`config.mk`:
```
export PLATFORM = sky130hd
export DESIGN_NAME = snf_ram
export DESIGN_NICKNAME = d
export VERILOG_FILES = /design/src/rtl/core/snf_ram.sv
export SDC_FILE = /design/constraint.sdc
export NUM_CORES = 2
export LEC_CHECK = 0
export BUFFER_PORTS_ARGS = -buffer_cell sky130_fd_sc_hd__buf_2
export CAP_MARGIN = 0
export CORE_UTILIZATION = 40
export CTS_BUF_LIST = sky130_fd_sc_hd__clkbuf_4 sky130_fd_sc_hd__clkbuf_8
export DETAILED_ROUTE_END_ITERATION = 10
export PLACE_DENSITY = 0.63
export SYNTH_ARGS = -nofsm -noshare
export SYNTH_HDL_FRONTEND = slang
export SYNTH_SLANG_ARGS = --single-unit
```
`constraint.sdc`:
```
create_clock -name i_clk -period 2.4 [get_ports i_clk]
set_input_delay 0.24 -clock i_clk [delete_from_list [all_inputs] [get_ports i_clk]]
set_output_delay 0.24 -clock i_clk [all_outputs]
set_load 0.005 [all_outputs]
```
`src/rtl/core/snf_ram.sv`:
```
`timescale 1ns / 1ps
module snf_ram #(
    parameter int WIDTH = 8,
    parameter int DEPTH = 256
) (
    input  logic                     i_clk,
    input  logic                     i_we,
    input  logic [$clog2(DEPTH)-1:0] i_waddr,
    input  logic [WIDTH-1:0]         i_wdata,
    input  logic [$clog2(DEPTH)-1:0] i_raddr,
    output logic [WIDTH-1:0]         o_rdata
);
    logic [WIDTH-1:0] r_mem [DEPTH];

    always_ff @(posedge i_clk) begin
        if (i_we) begin
            r_mem[i_waddr] <= i_wdata;
        end
        o_rdata <= r_mem[i_raddr];
    end
endmodule

```
==> impl_metrics.toml <==
[run_status]
outcome = "finished clean"

[floorplanning]
start_util_pct = 40.3
dieArea_um2 = 201000
row_count = 163
die_x_um = 448
boundaryPins = 34
die_height_um = 448
core_um2 = 197000

[grt]
overflow = 0
grt_max_degree = 113
first_global_vias = 42303
antenna_found_initial = 9
grt_use_total_pct = 20.5
grt_pass1_wl_mm = 296

[timing]
max_freq_mhz = 419
finalCritPeriodShare_pct = 99.4
finalCriticalPeriod_ns = 2.39
rsz0062_at_grt = "false"
slew_headroom_pct = 39.4
worst_slew_pin_slew_ns = 0.903
finalSetupTns_ns = 0
setup_viol = 0
finalHoldViolCount = 0
finalMaxSlewViolations = 0
clock-skew-final_ns = 0.0672

[finish]
syn_to_final_growth_pct = 19.0
design_area_um2 = 94700
stdcell_count = 7475
fin_nets = 4619
fin_util_pct = 48.0
drive_above_1_share_pct = 35.8

[cts]
clock_sinks = 2056
clock_latency_ns = 1.02
cts.path.max_buffers = 4
post_cts_buffers = 0
clkTransAtPathRegs_ns = 0.06
htreeDepth = 5
cts-root-buf = "clkbuf_8"
cts_tree = "yes"
numCtsBuffers = 346

[min_path]
hp-class = "input pin to flop"

[yosys]
synthTopCellsByCount = "edfxtp_1 (2048), mux4_2 (454), nor2_1 (282)"
yosys-top-cells-area = "edfxtp_1 (77%), mux4_2 (13%), mux2i_1 (1.7%), nor2_1 (1.3%), a22oi_1 (1.3%)"
yosys_warnings = 0
yosysSeqAreaShare_pct = 77.5
ys_ff_latch = 2056
synth_edf_count = 2048
synthCells = 3733
post-synth-top-count-cell = "edfxtp_1"
synth_area_per_cell_um2 = 21.3
synth.top_cell.area_share_pct = 77.3
ys_async_sr_fraction_pct = 0
synthDistinctLibCells = 55
synth_ff_type = "edfxtp_1"
synth_nets = 3759
synth_area_um2 = 79600
synth_top_cell_by_area = "edfxtp_1"

[route]
routedWlPerCell_um = 27.5
firstDrtPassIters = 7
drt-total-wl_mm = 205
drc = 0
drt_iter0_markers = 4734
vias = 41855
viasPerCell = 5.60
ant_nets = 0

[setup_path]
worstPathMaxFanout = 1
cp-end-kind = "flop"
cp.arrival_ns = 3.25
required_ns = 3.26
start_kind = "flop"
worstSetupPathType = "flop to flop"

[placement]
io_buffers = 33
place_area_um2 = 87900
dp_cells = 6868
dp_hpwl_mm = 130
gp_congestion = 0.866

[run]
max-cap-violations = 0

[pwr]
p_per_area_nw_per_um2 = 777
p_leak_uw = 0.0308
p_total_uw = 73600
max-vdd-ir-drop_mv = 0.590
## critical path: stages (launching register included)
cell and delay [ns]:
edfxtp_1 0.38, mux4_2 0.52, mux4_2 0.47, nor2_1 0.10
a2111oi_1 0.06, nor3_1 0.58, nor4_1 0.12
## cells by family after synthesis
kind of cell	share of synthesized area [%]
DFF	77.5
and+or+nand+nor	2.63
muxes	14.6
AOI/OAI and AO/OA	3.42
buffers and inverters	1.83
## cells in the final DEF, fill, tap and decap left out, types with 21 or more instances in the layout
master | netlist | layout
clkbuf_8 | 0 | 362
nor2b_1 | 31 | 28
mux2i_1 | 134 | 134
a21oi_1 | 96 | 96
o221ai_1 | 46 | 46
o22ai_1 | 28 | 28
buf_4 | 27 | 621
nand2_1 | 33 | 33
clkinv_1 | 1 | 75
edfxtp_1 | 2048 | 2048
clkbuf_4 | 0 | 105
clkinv_2 | 0 | 35
nand3_1 | 34 | 34
buf_2 | 31 | 21
mux4_2 | 454 | 454
nor2_1 | 282 | 279
buf_12 | 8 | 76
a22oi_1 | 133 | 133
## per-layer routing
layer  vias to the layer above  track usage (%)  routed length (um)
met5                         -                0                  13
met4                         2             6.80                6100
met3                       380             3.41               15300
met2                      1908             33.1              100000
met1                     22110             28.2               83700
li1                      17455                -                   -
## what timing repair did
item                                    CTS  global route
gates resized for setup                  13             7
hold buffers                             17             0
endpoints found under the hold margin  2141             0
pin swaps                                 2             3
setup endpoints to repair                 8             7
## state kept, by name, summed over array words and instances (netlist names)
name     flops
r_mem     2048
o_rdata      8
## power breakdown
part           internal (uW)  switching (uW)  total, uW
Clock                  16300           13500      29800
Sequential             39600            77.4      39700
Combinational           1700            2480       4180
## metrics by stage
stage	hold WS [ns]	worst slack, ns
after floorplan	0.339	0.222
after global placement	0.619	-0.961
after detailed placement	0.620	-0.893
after CTS	0.0847	0.000231
after global routing	0.146	0.00166
final	0.162	0.0138
## layout make-up
cell class,instances,area (um2)
repair buffers,745,6610
inverters,2,7.51
clock buffers,466,5760
diodes,3,7.51
flip-flops and latches,2056,61700
multi-input cells,1442,16600
well taps,2640,3300
fillers,16301,103000
clock inverters,121,726
## worst paths after layout
path                      start         end  slack, ns  cells past startpoint
hold / removal       i_raddr[4]  o_rdata[6]       0.16                      6
hold reg to reg    r_mem[32][5]  o_rdata[5]       1.01                      7
setup / recovery  r_mem[140][1]  o_rdata[1]       0.01                      6
setup reg to reg  r_mem[140][1]  o_rdata[1]       0.01                      6
Power figures use the tool's default switching activity.
